===== src/sv/lrrc_pkg.sv =====
// shared types, constants and the crc step for the log record replay checker
package lrrc_pkg;

	localparam int OFFSET_BITS   = 40;
	localparam int HDR_BYTES     = 16;
	localparam int HCOUNT_BITS   = $clog2(HDR_BYTES);
	localparam int KEY_BITS      = 13;
	localparam int VALUE_BITS    = 23;
	localparam int QUEUE_DEPTH   = 2;
	localparam int QUEUE_AW      = $clog2(QUEUE_DEPTH);
	localparam int QUEUE_CW      = QUEUE_AW + 1;
	localparam int ADDR_BITS     = 4;

	localparam logic [31:0] CRC_POLY  = 32'hEDB88320;
	localparam logic [31:0] CRC_INIT  = 32'hFFFFFFFF;
	localparam logic [31:0] MAGIC_RST = 32'h574B5652;
	localparam logic [KEY_BITS-1:0]   KEY_MAX   = KEY_BITS'(4 * 1024);
	localparam logic [VALUE_BITS-1:0] VALUE_MAX = VALUE_BITS'(4 * 1024 * 1024);
	localparam logic [OFFSET_BITS-1:0] OFFSET_MAX = '1;

	// register indexes on the config port
	localparam logic [1:0] REG_MAGIC = 2'd0;
	localparam logic [1:0] REG_KEY   = 2'd1;
	localparam logic [1:0] REG_VALUE = 2'd2;

	// result event codes
	localparam logic [2:0] EV_OK       = 3'd0;
	localparam logic [2:0] EV_CLEAN    = 3'd1;
	localparam logic [2:0] EV_BAD      = 3'd2;
	localparam logic [2:0] EV_OVER     = 3'd3;
	localparam logic [2:0] EV_TORN     = 3'd4;
	localparam logic [2:0] EV_CRC      = 3'd5;

	// operations handed from the front to the back
	typedef enum logic [2:0] {
		OP_BYTE      = 3'd0,
		OP_BYTE_LAST = 3'd1,
		OP_EMPTY     = 3'd2,
		OP_END_CLEAN = 3'd3,
		OP_END_TORN  = 3'd4,
		OP_BAD_MAGIC = 3'd5,
		OP_OVER      = 3'd6
	} op_t;

	typedef struct packed {
		logic       mode;
		logic [7:0] data_byte;
	} item_t;

	typedef struct packed {
		logic [2:0]             event_res;
		logic [OFFSET_BITS-1:0] end_offset;
		logic [KEY_BITS-1:0]    key_length;
		logic [VALUE_BITS-1:0]  value_length;
	} result_t;

	typedef struct packed {
		logic [31:0]           magic_word;
		logic [KEY_BITS-1:0]   key_limit;
		logic [VALUE_BITS-1:0] value_limit;
	} cfg_t;

	typedef struct packed {
		op_t                    op;
		logic [7:0]             data_byte;
		logic [OFFSET_BITS-1:0] offset;
		logic [KEY_BITS-1:0]    key_len;
		logic [VALUE_BITS-1:0]  val_bytes;
		logic [31:0]            crc_exp;
	} entry_t;

	// reflected crc-32, one byte
	function automatic logic [31:0] crc_byte(input logic [31:0] c_in, input logic [7:0] b);
		logic [31:0] c;
		c = c_in ^ {24'd0, b};
		for (int i = 0; i < 8; i++) begin
			c = (c >> 1) ^ (c[0] ? CRC_POLY : 32'd0);
		end
		return c;
	endfunction

endpackage


===== src/sv/log_record_replay_checker_top.sv =====
// top level of the log record replay checker: config registers and the front/queue/back
//
//   channel   direction  handshake                     payload
//   item      in         item_valid / item_ready       lrrc_pkg::item_t (mode, data_byte)
//   result    out        result_valid / result_ready   lrrc_pkg::result_t
//   config    in         apb psel/penable/pwrite       paddr[3:0], pwdata/prdata 32 bits
//
// one log byte or end marker per cycle while the queue has room; the front classifies
// it when taken; the back does the byte-wide crc update and verdict per queue entry
// a two-entry queue and the result register let input and output stall independently
// reset clears parse state, crc and offsets at once; no clearing pass
// after a failure or the end marker beats are taken and dropped until reset
module log_record_replay_checker_top (
	input  logic                              clk,
	input  logic                              arst_n,
	input  logic                              item_valid,
	output logic                              item_ready,
	input  lrrc_pkg::item_t                   item,
	output logic                              result_valid,
	input  logic                              result_ready,
	output lrrc_pkg::result_t                 result,
	input  logic                              psel,
	input  logic                              penable,
	input  logic                              pwrite,
	input  logic [lrrc_pkg::ADDR_BITS-1:0]    paddr,
	input  logic [31:0]                       pwdata,
	output logic [31:0]                       prdata,
	output logic                              pready
);

	lrrc_pkg::cfg_t    cfg_q;
	logic              wr_en;
	logic [1:0]        reg_idx;
	logic [lrrc_pkg::KEY_BITS-1:0]   key_wr;
	logic [lrrc_pkg::VALUE_BITS-1:0] value_wr;

	logic              push;
	lrrc_pkg::entry_t  push_entry;
	logic              queue_full;
	logic              pop;
	logic              not_empty;
	lrrc_pkg::entry_t  head;

	// config port
	assign pready   = 1'b1;
	assign wr_en    = psel && penable && pwrite && pready;
	assign reg_idx  = paddr[3:2];
	assign key_wr   = (pwdata[lrrc_pkg::KEY_BITS-1:0] > lrrc_pkg::KEY_MAX) ?
		lrrc_pkg::KEY_MAX : pwdata[lrrc_pkg::KEY_BITS-1:0];
	assign value_wr = (pwdata[lrrc_pkg::VALUE_BITS-1:0] > lrrc_pkg::VALUE_MAX) ?
		lrrc_pkg::VALUE_MAX : pwdata[lrrc_pkg::VALUE_BITS-1:0];

	always_ff @(posedge clk or negedge arst_n) begin
		if (!arst_n) begin
			cfg_q.magic_word  <= lrrc_pkg::MAGIC_RST;
			cfg_q.key_limit   <= lrrc_pkg::KEY_MAX;
			cfg_q.value_limit <= lrrc_pkg::VALUE_MAX;
		end else if (wr_en) begin
			case (reg_idx)
				lrrc_pkg::REG_MAGIC: cfg_q.magic_word  <= pwdata;
				lrrc_pkg::REG_KEY:   cfg_q.key_limit   <= key_wr;
				lrrc_pkg::REG_VALUE: cfg_q.value_limit <= value_wr;
				default: ;
			endcase
		end
	end

	// register readback
	always_comb begin
		case (reg_idx)
			lrrc_pkg::REG_MAGIC: prdata = cfg_q.magic_word;
			lrrc_pkg::REG_KEY:   prdata = 32'(cfg_q.key_limit);
			lrrc_pkg::REG_VALUE: prdata = 32'(cfg_q.value_limit);
			default:             prdata = '0;
		endcase
	end

	lrrc_front u_front (
		.clk        (clk),
		.arst_n     (arst_n),
		.cfg        (cfg_q),
		.item_valid (item_valid),
		.item_ready (item_ready),
		.item       (item),
		.push       (push),
		.push_entry (push_entry),
		.queue_full (queue_full)
	);

	lrrc_queue u_queue (
		.clk        (clk),
		.arst_n     (arst_n),
		.push       (push),
		.push_entry (push_entry),
		.full       (queue_full),
		.pop        (pop),
		.not_empty  (not_empty),
		.head       (head)
	);

	lrrc_back u_back (
		.clk          (clk),
		.arst_n       (arst_n),
		.not_empty    (not_empty),
		.head         (head),
		.pop          (pop),
		.result_valid (result_valid),
		.result_ready (result_ready),
		.result       (result)
	);

endmodule


===== src/sv/lrrc_front.sv =====
// front end: header assembly, header checks, payload counting, offset tracking
module lrrc_front (
	input  logic                clk,
	input  logic                arst_n,
	input  lrrc_pkg::cfg_t      cfg,
	input  logic                item_valid,
	output logic                item_ready,
	input  lrrc_pkg::item_t     item,
	output logic                push,
	output lrrc_pkg::entry_t    push_entry,
	input  logic                queue_full
);

	typedef enum logic [2:0] {
		PH_HEADER  = 3'b001,
		PH_PAYLOAD = 3'b010,
		PH_STOPPED = 3'b100
	} phase_t;

	phase_t                                phase_q;
	logic [lrrc_pkg::HCOUNT_BITS-1:0]      count_q;
	logic [31:0]                           words_q [4];
	logic [lrrc_pkg::VALUE_BITS-1:0]       remain_q;
	logic [lrrc_pkg::OFFSET_BITS-1:0]      offset_q;
	logic [lrrc_pkg::KEY_BITS-1:0]         klen_q;
	logic [lrrc_pkg::VALUE_BITS-1:0]       vlen_q;
	logic [31:0]                           crc_exp_q;

	logic                                  take;
	logic [1:0]                            slot;
	logic [31:0]                           word_new;
	logic [lrrc_pkg::OFFSET_BITS-1:0]      offset_nx;
	logic                                  hdr_done;
	logic                                  bad_magic;
	logic                                  over_limit;
	logic [lrrc_pkg::KEY_BITS-1:0]         klen_new;
	logic [lrrc_pkg::VALUE_BITS-1:0]       vlen_new;
	logic [lrrc_pkg::VALUE_BITS-1:0]       sum_new;

	// once stopped, beats are swallowed
	assign item_ready = (phase_q == PH_STOPPED) || !queue_full;
	assign take       = item_valid && item_ready && (phase_q != PH_STOPPED);

	// header word assembly and checks
	assign slot      = count_q[3:2];
	assign word_new  = {item.data_byte, words_q[slot][31:8]};
	assign hdr_done  = (count_q == lrrc_pkg::HCOUNT_BITS'(lrrc_pkg::HDR_BYTES - 1));
	assign bad_magic = (words_q[0] != cfg.magic_word);
	assign over_limit = (words_q[1] > {{(32-lrrc_pkg::KEY_BITS){1'b0}}, cfg.key_limit}) ||
		(words_q[2] > {{(32-lrrc_pkg::VALUE_BITS){1'b0}}, cfg.value_limit});
	assign klen_new  = words_q[1][lrrc_pkg::KEY_BITS-1:0];
	assign vlen_new  = words_q[2][lrrc_pkg::VALUE_BITS-1:0];
	assign sum_new   = lrrc_pkg::VALUE_BITS'(klen_new) + vlen_new;

	// saturating byte offset
	assign offset_nx = (offset_q == lrrc_pkg::OFFSET_MAX) ? offset_q : offset_q + 1'b1;

	// classify the beat into a queue entry
	always_comb begin
		push                 = 1'b0;
		push_entry.op        = lrrc_pkg::OP_BYTE;
		push_entry.data_byte = item.data_byte;
		push_entry.offset    = offset_nx;
		push_entry.key_len   = klen_q;
		push_entry.val_bytes = vlen_q;
		push_entry.crc_exp   = crc_exp_q;
		if (take) begin
			if (item.mode) begin
				push = 1'b1;
				push_entry.op = (phase_q == PH_HEADER && count_q == '0) ?
					lrrc_pkg::OP_END_CLEAN : lrrc_pkg::OP_END_TORN;
			end else if (phase_q == PH_PAYLOAD) begin
				push = 1'b1;
				push_entry.op = (remain_q == lrrc_pkg::VALUE_BITS'(1)) ?
					lrrc_pkg::OP_BYTE_LAST : lrrc_pkg::OP_BYTE;
			end else if (hdr_done) begin
				push_entry.key_len   = klen_new;
				push_entry.val_bytes = vlen_new;
				push_entry.crc_exp   = word_new;
				if (bad_magic) begin
					push = 1'b1;
					push_entry.op = lrrc_pkg::OP_BAD_MAGIC;
				end else if (over_limit) begin
					push = 1'b1;
					push_entry.op = lrrc_pkg::OP_OVER;
				end else if (sum_new == '0) begin
					push = 1'b1;
					push_entry.op = lrrc_pkg::OP_EMPTY;
				end
			end
		end
	end

	// parse state
	always_ff @(posedge clk or negedge arst_n) begin
		if (!arst_n) begin
			phase_q  <= PH_HEADER;
			count_q  <= '0;
			offset_q <= '0;
			remain_q <= '0;
		end else if (take) begin
			if (item.mode) begin
				phase_q <= PH_STOPPED;
			end else begin
				offset_q <= offset_nx;
				if (phase_q == PH_PAYLOAD) begin
					remain_q <= remain_q - 1'b1;
					if (remain_q == lrrc_pkg::VALUE_BITS'(1)) begin
						phase_q <= PH_HEADER;
					end
				end else begin
					count_q <= count_q + 1'b1;
					if (hdr_done) begin
						remain_q <= sum_new;
						if (bad_magic || over_limit) begin
							phase_q <= PH_STOPPED;
						end else if (sum_new != '0) begin
							phase_q <= PH_PAYLOAD;
						end
					end
				end
			end
		end
	end

	// header words and the record being checked
	always_ff @(posedge clk) begin
		if (take && !item.mode && phase_q == PH_HEADER) begin
			words_q[slot] <= word_new;
			if (hdr_done) begin
				klen_q    <= klen_new;
				vlen_q    <= vlen_new;
				crc_exp_q <= word_new;
			end
		end
	end

endmodule


===== src/sv/lrrc_queue.sv =====
// short fifo between the front and the back
module lrrc_queue (
	input  logic              clk,
	input  logic              arst_n,
	input  logic              push,
	input  lrrc_pkg::entry_t  push_entry,
	output logic              full,
	input  logic              pop,
	output logic              not_empty,
	output lrrc_pkg::entry_t  head
);

	lrrc_pkg::entry_t                  entries_q [lrrc_pkg::QUEUE_DEPTH];
	logic [lrrc_pkg::QUEUE_AW-1:0]     wr_ptr_q;
	logic [lrrc_pkg::QUEUE_AW-1:0]     rd_ptr_q;
	logic [lrrc_pkg::QUEUE_CW-1:0]     count_q;

	assign full      = (count_q == lrrc_pkg::QUEUE_CW'(lrrc_pkg::QUEUE_DEPTH));
	assign not_empty = (count_q != '0);
	assign head      = entries_q[rd_ptr_q];

	// pointers and fill count
	always_ff @(posedge clk or negedge arst_n) begin
		if (!arst_n) begin
			wr_ptr_q <= '0;
			rd_ptr_q <= '0;
			count_q  <= '0;
		end else begin
			if (push) begin
				wr_ptr_q <= (wr_ptr_q == lrrc_pkg::QUEUE_AW'(lrrc_pkg::QUEUE_DEPTH - 1)) ?
					'0 : wr_ptr_q + 1'b1;
			end
			if (pop) begin
				rd_ptr_q <= (rd_ptr_q == lrrc_pkg::QUEUE_AW'(lrrc_pkg::QUEUE_DEPTH - 1)) ?
					'0 : rd_ptr_q + 1'b1;
			end
			if (push && !pop) begin
				count_q <= count_q + 1'b1;
			end else if (pop && !push) begin
				count_q <= count_q - 1'b1;
			end
		end
	end

	// storage
	always_ff @(posedge clk) begin
		if (push) begin
			entries_q[wr_ptr_q] <= push_entry;
		end
	end

endmodule


===== src/sv/lrrc_back.sv =====
// back end: crc over the payload, record verdicts and the result register
module lrrc_back (
	input  logic              clk,
	input  logic              arst_n,
	input  logic              not_empty,
	input  lrrc_pkg::entry_t  head,
	output logic              pop,
	output logic              result_valid,
	input  logic              result_ready,
	output lrrc_pkg::result_t result
);

	logic [31:0]                       crc_q;
	logic [lrrc_pkg::OFFSET_BITS-1:0]  good_end_q;
	logic                              stopped_q;
	logic                              res_valid_q;
	lrrc_pkg::result_t                 res_q;

	logic [31:0]                       crc_nx;
	logic                              crc_ok;
	logic                              work;
	logic [2:0]                        ev_nx;

	assign result_valid = res_valid_q;
	assign result       = res_q;

	// pop when the result slot can take whatever this entry makes
	assign pop  = not_empty && (stopped_q || !res_valid_q || result_ready);
	assign work = pop && !stopped_q;

	assign crc_nx = (head.op == lrrc_pkg::OP_EMPTY) ? crc_q :
		lrrc_pkg::crc_byte(crc_q, head.data_byte);
	assign crc_ok = (~crc_nx == head.crc_exp);

	// event code for the head entry
	always_comb begin
		case (head.op)
			lrrc_pkg::OP_BYTE_LAST, lrrc_pkg::OP_EMPTY: begin
				ev_nx = crc_ok ? lrrc_pkg::EV_OK : lrrc_pkg::EV_CRC;
			end
			lrrc_pkg::OP_END_CLEAN: ev_nx = lrrc_pkg::EV_CLEAN;
			lrrc_pkg::OP_END_TORN:  ev_nx = lrrc_pkg::EV_TORN;
			lrrc_pkg::OP_BAD_MAGIC: ev_nx = lrrc_pkg::EV_BAD;
			lrrc_pkg::OP_OVER:      ev_nx = lrrc_pkg::EV_OVER;
			default:                ev_nx = lrrc_pkg::EV_TORN;
		endcase
	end

	// control and result register
	always_ff @(posedge clk or negedge arst_n) begin
		if (!arst_n) begin
			crc_q       <= lrrc_pkg::CRC_INIT;
			good_end_q  <= '0;
			stopped_q   <= 1'b0;
			res_valid_q <= 1'b0;
		end else begin
			if (work && head.op != lrrc_pkg::OP_BYTE) begin
				res_valid_q <= 1'b1;
			end else if (res_valid_q && result_ready) begin
				res_valid_q <= 1'b0;
			end
			if (work) begin
				case (head.op)
					lrrc_pkg::OP_BYTE: begin
						crc_q <= crc_nx;
					end
					lrrc_pkg::OP_BYTE_LAST, lrrc_pkg::OP_EMPTY: begin
						crc_q <= lrrc_pkg::CRC_INIT;
						if (crc_ok) begin
							good_end_q <= head.offset;
						end else begin
							stopped_q <= 1'b1;
						end
					end
					default: begin
						stopped_q <= 1'b1;
					end
				endcase
			end
		end
	end

	// result payload
	always_ff @(posedge clk) begin
		if (work && head.op != lrrc_pkg::OP_BYTE) begin
			res_q.event_res <= ev_nx;
			if (ev_nx == lrrc_pkg::EV_OK) begin
				res_q.end_offset   <= head.offset;
				res_q.key_length   <= head.key_len;
				res_q.value_length <= head.val_bytes;
			end else begin
				res_q.end_offset   <= good_end_q;
				res_q.key_length   <= '0;
				res_q.value_length <= '0;
			end
		end
	end

endmodule


===== config.mk =====
export PLATFORM = sky130hd
export DESIGN_NAME = log_record_replay_checker_top
export DESIGN_NICKNAME = d
export VERILOG_FILES = /design/src/sv/lrrc_pkg.sv /design/src/sv/log_record_replay_checker_top.sv /design/src/sv/lrrc_front.sv /design/src/sv/lrrc_queue.sv /design/src/sv/lrrc_back.sv
export SDC_FILE = /design/constraint.sdc
export NUM_CORES = 1
export LEC_CHECK = 0
export BUFFER_PORTS_ARGS = -buffer_cell sky130_fd_sc_hd__buf_2
export CORE_UTILIZATION = 56
export CTS_CLUSTER_SIZE = 8
export DETAILED_ROUTE_END_ITERATION = 16
export PLACE_DENSITY = 0.77
export SLEW_MARGIN = 30
export SYNTH_ARGS = -nofsm -noshare
export SYNTH_HDL_FRONTEND = slang
export SYNTH_SLANG_ARGS = --single-unit

===== constraint.sdc =====
create_clock -name clk -period 10.9 [get_ports clk]
set_input_delay 1.09 -clock clk [delete_from_list [all_inputs] [get_ports clk]]
set_output_delay 1.09 -clock clk [all_outputs]
set_load 0.1 [all_outputs]

# --- Word-level counts from Yosys, hierarchy flattened ---
# Memory sizes are Yosys's and may differ from the RTL's.
# Index checks and enable logic that the tools add are counted.
word_totals:
  out_inout_bits: 114
  elab_cells: 174
  mem_count: 2
  reg_bits: 363
  input_bits: 52
  ramBits: 366
classes:
  bitwise_logic: 13
  mux: 57
  addsub: 8
  n_reduce_logical: 50
  n_eq_ne: 19
  n_lt_le_gt_ge: 4
mem_list:
  columns: ["name", "depth", "word_bits", "rd", "rd_clocked_by_memory_dff", "wr", "line", "rtl"]
  rows:
  - ["u_queue.entries_q", 2, 119, 1, 0, 1, "lrrc_queue.sv:13", "lrrc_pkg::entry_t entries_q [lrrc_pkg::QUEUE_DEPTH];"]
  - ["u_front.words_q", 4, 32, 4, 0, 1, "lrrc_front.sv:22", "logic [31:0] words_q [4];"]
ops:
  columns: ["cell", "count"]
  rows:
  - ["32-bit 2-to-1 mux", 9]
  - ["68-bit 2-to-1 mux", 4]
  - ["31-bit by 32-bit bitwise XOR with 32-bit output", 8]
  - ["32-bit one-hot mux with 3 select lines", 1]
  - ["76-bit 2-to-1 mux", 1]
  - ["23-bit 2-to-1 mux", 3]
  - ["32-bit one-hot mux with 2 select lines", 1]
  - ["3-bit 2-to-1 mux", 14]
  - ["40-bit by 1-bit adder with 40-bit output (second input constant)", 1]
  - ["40-bit == test (second input constant)", 1]
  - ["40-bit 2-to-1 mux", 1]
  - ["32-bit == test", 1]
  - ["32-bit by 13-bit greater-than comparator with 1-bit output", 1]
  - ["32-bit by 23-bit greater-than comparator with 1-bit output", 1]
  - ["32-bit inequality test", 1]
  - ["32-bit inverter", 1]
  - ["32-bit by 8-bit bitwise XOR with 32-bit output", 1]
  - ["13-bit by 23-bit adder with 23-bit output", 1]
  - ["23-bit by 1-bit == test with 1-bit output (second input constant)", 1]
  - ["23-bit greater-than comparator (second input constant)", 1]
  - ["23-bit zero test", 1]
  - ["23-bit nonzero test", 1]
  - ["23-bit by 1-bit subtractor with 23-bit output (second input constant)", 1]
  - ["1-bit 2-to-1 mux", 17]
  - ["31 further kinds", 78]

# --- Depth between registers and ports, before layout ---
# An unclocked memory read counts as a cell.
logic_depth:
  depth_word: 25
  mapped_depth: 17
  depth_no_buf: 16

# --- By module ---
# From an unflattened synthesis, not the netlist that was laid out.
unflattened:
  cells_unflattened: 2468
  area_unflattened_um2: 34439.3
modules_own_cells:
  columns: ["module", "seq_area_each_um2", "n_inst", "area_each_um2", "cells_per_inst"]
  rows:
  - ["lrrc_front", 7398.3, 1, 14036.0, 1168]
  - ["lrrc_queue", 7247.0, 1, 8809.7, 386]
  - ["lrrc_back", 4264.1, 1, 8340.5, 627]
  - ["log_record_replay_checker_top", 1724.2, 1, 3253.1, 287]

# --- Worst setup path before layout ---
# No wires, ideal clock.
synth_timing:
  path_kind: "register to register"
  from: "memory u_front.words_q[2][8]"
  to: "memory u_queue.entries_q[1][0] (netlist bit), enable pin"
  period_less_slack_ns: 12.029
  path_slack_ns: -1.129
  setup_ns: 0.773
  required_time_ns: 10.127
  n_path_buf: 0
  stages_incl_launch_ff: 12
  t_arrival_ns: 11.256
  cell_sequence: "edfxtp_1 ha_1 and2_1 o31a_1 o221a_2 or3_1 o21ai_1 mux2i_1 a22o_1 and4_1 nand2_1 a211oi_1"
synth_rtl:
  columns: ["element", "line"]
  rows:
  - ["start, declared", "lrrc_front.sv:22"]
  - ["end, declared", "lrrc_queue.sv:13"]

# --- Worst setup path after layout ---
layout_timing:
  from: "register u_queue.rd_ptr_q"
  to: "register u_back.res_q (netlist bit u_back.result[65]) (data pin)"
layout_via:
  elab_chain_len: 19
  word_cells_on_any_way: 31
  classes_between: "eq/ne: 6; mux: 12; bitwise: 10; reduce/logical: 2; memory: 1"
layout_rtl:
  columns: ["element", "line", "rtl"]
  rows:
  - ["start, declared", "lrrc_queue.sv:15", "logic [lrrc_pkg::QUEUE_AW-1:0] rd_ptr_q;"]
  - ["start signal, assigned", "lrrc_queue.sv:34", "rd_ptr_q <= (rd_ptr_q == lrrc_pkg::QUEUE_AW'(lrrc_pkg::QUEUE_DEPTH - 1)) ?"]
  - ["memory 2 x 119 bit *", null, null]
  - ["32-bit by 8-bit bitwise XOR with 32-bit output", "lrrc_pkg.sv:75", "c = c_in ^ {24'd0, b};"]
  - ["32-bit 2-to-1 mux or 31-bit by 32-bit bitwise XOR with 32-bit output (tied branches)", "lrrc_pkg.sv:77", "c = (c >> 1) ^ (c[0] ? CRC_POLY : 32'd0);"]
  - ["31-bit by 32-bit bitwise XOR with 32-bit output or 32-bit 2-to-1 mux (tied branches)", "lrrc_pkg.sv:77", null]
  - ["31-bit by 32-bit bitwise XOR with 32-bit output (5 in a row)", "lrrc_pkg.sv:77", null]
  - ["32-bit 2-to-1 mux or 31-bit by 32-bit bitwise XOR with 32-bit output (tied branches)", "lrrc_pkg.sv:77", null]
  - ["31-bit by 32-bit bitwise XOR with 32-bit output or 32-bit 2-to-1 mux (tied branches)", "lrrc_pkg.sv:77", null]
  - ["31-bit by 32-bit bitwise XOR with 32-bit output", "lrrc_pkg.sv:77", null]
  - ["32-bit 2-to-1 mux", "lrrc_back.sv:31", "assign crc_nx = (head.op == lrrc_pkg::OP_EMPTY) ? crc_q :"]
  - ["32-bit inverter", "lrrc_back.sv:33", "assign crc_ok = (~crc_nx == head.crc_exp);"]
  - ["32-bit == test", "lrrc_back.sv:33", null]
  - ["3-bit 2-to-1 mux", "lrrc_back.sv:39", "ev_nx = crc_ok ? lrrc_pkg::EV_OK : lrrc_pkg::EV_CRC;"]
  - ["3-bit one-hot mux with 4 select lines", "lrrc_back.sv:37", "case (head.op)"]
  - ["3-bit zero test", "lrrc_back.sv:87", "if (ev_nx == lrrc_pkg::EV_OK) begin"]
  - ["76-bit 2-to-1 mux *", "lrrc_back.sv:87", null]
  - ["end, declared", "lrrc_back.sv:17", "lrrc_pkg::result_t res_q;"]
# Every way passes the cells marked *; elsewhere a longest branch is shown, timed or not.
# A chain may end at the register's enable or synchronous reset.

==> impl_metrics.ini <==
[run_status]
status = finished clean

[finish]
finalNonFillerCells = 3419
design_area_um2 = 38000
num-nets-final = 2670
drive_gt1_share_pct = 22.4
area_delta_synth_final_pct = 14.2
fin_util_pct = 65.3
n_fill_cell = 4045

[clock_network]
cts_resized = 0
cts_sinks = 721
cts-root-buf = clkbuf_16
cts_made_buffers = 100
clk_path_buf_depth = 3
clock_latency_ns = 0.65
cts_tree = yes
clk_pin_slew_ns = 0.05
htree_levels = 3
hold_buffers = 0
postCtsSetupRepairBufs = 0

[placement]
placed_area_um2 = 35000
dpl.hpwl_um = 51000
dp_slack_ns = 4.70
gp_congestion = 0.884
dp_cells = 3225
numPortBuffers = 162

[worst_setup_path]
end_kind = flip-flop
required_ns = 11.27
crit_fanout = 77
regToRegSetupSlack_ns = 4.72
start_kind = flip-flop
worstSetupPathType = flip-flop to flip-flop
cp.arrival_ns = 6.55

[synthesis]
synth.most_common_cell = edfxtp_1
synth_ff_type = edfxtp_1
syn_area_per_cell_um2 = 14.1
ys_seq_area_share_pct = 62.0
synth_nets = 2471
synth.yosys.warnings = 0
yosys-top-cells-area = edfxtp_1 46%, dfrtp_1 12%, mux2_2 5.8%
ys_types = 84
synth-edff-count = 505
synthCells = 2363
ys_ff_latch = 721
synth_top_area_share_pct = 45.6
synth_commonest_cells = 505 x edfxtp_1, 170 x mux2_2, 165 x dfrtp_1
syn_area_um2 = 33300
synth_area_leader_cell = edfxtp_1
synthArstFlopShare_pct = 30.0

[detailed_routing]
wl_um = 76900
drtAntennaViolNets = 0
via_per_inst = 5.90
drcViolationCount = 0
vias = 20170
drt_iter0_markers = 1676
detail_route.wl_per_cell_um = 22.5
drt_first_pass_iters = 6

[floorplanning]
fp.coreArea_um2 = 58100
die_x_um = 246
rows = 88
io_pins = 166
dieArea_um2 = 60400
die_h_um = 246
start_util_pct = 57.2

[job]
maxCapViolations = 0

[grt]
grt_max_degree = 78
grt_pass1_wl_um = 120000
antenna_found_initial = 1
globalRoute.totalOverflow = 0
grt_pass1_vias = 20863
track_usage_pct = 26.0

[sta]
hold_viol = 0
skew_ns = 0.0224
fmax_mhz = 162
min_period_ns = 6.18
period_share_pct = 56.7
rsz0062_at_grt = no
setup_viol = 0
slew_headroom_pct = 34.9
slew_violations = 0
tightest_slew_ns = 0.977
fin_ws_ns = 4.72

[power_and_ir_drop]
power_mw = 10.5
irDropWorstVdd_v = 0.000240
p_leak_nw = 14.5
pwr_density_cell_nw_per_um2 = 276

[hold_path]
min_path_type = primary input to async pin
-- state kept, by name, indices dropped and copies added, names as in the netlist, 23 cells and up --
| register | flops |
|---|---|
| u_queue.entries_q | 238 |
| u_front.words_q | 120 |
| u_back.result | 79 |
| cfg_q | 68 |
| u_back.good_end_q | 40 |
| u_front.offset_q | 40 |
| u_back.crc_q | 32 |
| u_front.crc_exp_q | 32 |
| u_front.remain_q | 23 |
| u_front.vlen_q | 23 |
-- through the flow --
step | setup TNS [ns] | hold WS, ns
global route | 0 | 0.481
global placement | 0 | 0.461
finish | 0 | 0.450
floorplan | -268.67 | 0.445
CTS | 0 | 0.459
detailed placement | 0 | 0.469
-- worst paths after layout --
check,startpoint,end,cells past startpoint
max,u_queue.rd_ptr_q,u_back.result[65],12
max in group asynchronous,arst_n,u_back.good_end_q[27],2
min in group clk,u_back.good_end_q[4],u_back.good_end_q[4],1
max reg2reg,u_queue.rd_ptr_q,u_back.result[65],12
min reg2reg,u_back.good_end_q[4],u_back.good_end_q[4],1
min,arst_n,u_back.good_end_q[35],1
-- cell usage in the layout (no fill, tap or decap), drive strengths merged, types with 16 or more instances in the layout --
master  Yosys  routed
mux2i     104     104
nand4      27      27
edfxtp    505     505
xnor3      16      16
nor2      162     162
nand2     105     105
mux4       24      24
nand3      51      51
and2       16      16
a21oi      82      82
buf        29     194
dfstp      51      51
o21ai      62      62
clkbuf     68     180
xnor2     146     146
inv        59      61
nand2b     21      21
xor2      109     109
ha         55      55
nor4       32      32
mux2      229     229
a22o       30      30
dfrtp     165     165
nor3       44      44
-- final cells by class --
class / count / area, um2 / share of cell area [%]
clock buffers: 180 / 2820 / 7.43
diodes: 6 / 15.0 / 0.0395
clock inverters: 8 / 109 / 0.287
repair buffers: 194 / 1120 / 2.95
well taps: 765 / 957 / 2.52
flip-flops and latches: 721 / 20600 / 54.3
multi-input cells: 1486 / 12100 / 31.9
inverters: 59 / 223 / 0.586
-- layer usage --
layer  global-route usage [%]  routed length, um  vias to the layer above
li1                         -                  -                     9172
met1                     35.0              32500                    10142
met2                     42.9              37800                      714
met3                     4.22               4460                      142
met4                     9.08               2180                        0
met5                        0                  0                        -
-- power by group --
part	switching (mW)	leakage [nW]	internal, mW
clock	1.14	1.39	1.74
sequential	0.290	7.24	3.48
combinational	2.29	5.88	1.56
total	3.72	14.5	6.78
-- worst max-delay path, cell delays in order (launching register included) --
cell	delay, ns
dfrtp_4	0.68
buf_4	0.62
mux2i_1	0.30
xnor2_2	0.73
xor2_2	0.45
xor2_2	0.41
xor3_1	0.50
nor4_1	0.48
nor2_1	0.10
nor4b_1	0.60
nand4bb_4	0.16
buf_6	0.29
mux2_1	0.42
-- cells by family (layout without fill, tap and decap cells) --
family | after synthesis | count (layout) | synth area share, %
xor+xnor | 274 | 274 | 8.34
other cells | 1 | 7 | 0.0113
mux | 357 | 357 | 12.5
fa+ha+maj | 56 | 56 | 2.13
flops | 721 | 721 | 62.0
simple gates | 524 | 524 | 7.68
buf+inv | 156 | 441 | 1.88
compound gates | 274 | 274 | 5.41
Power figures use the tool's default switching activity.
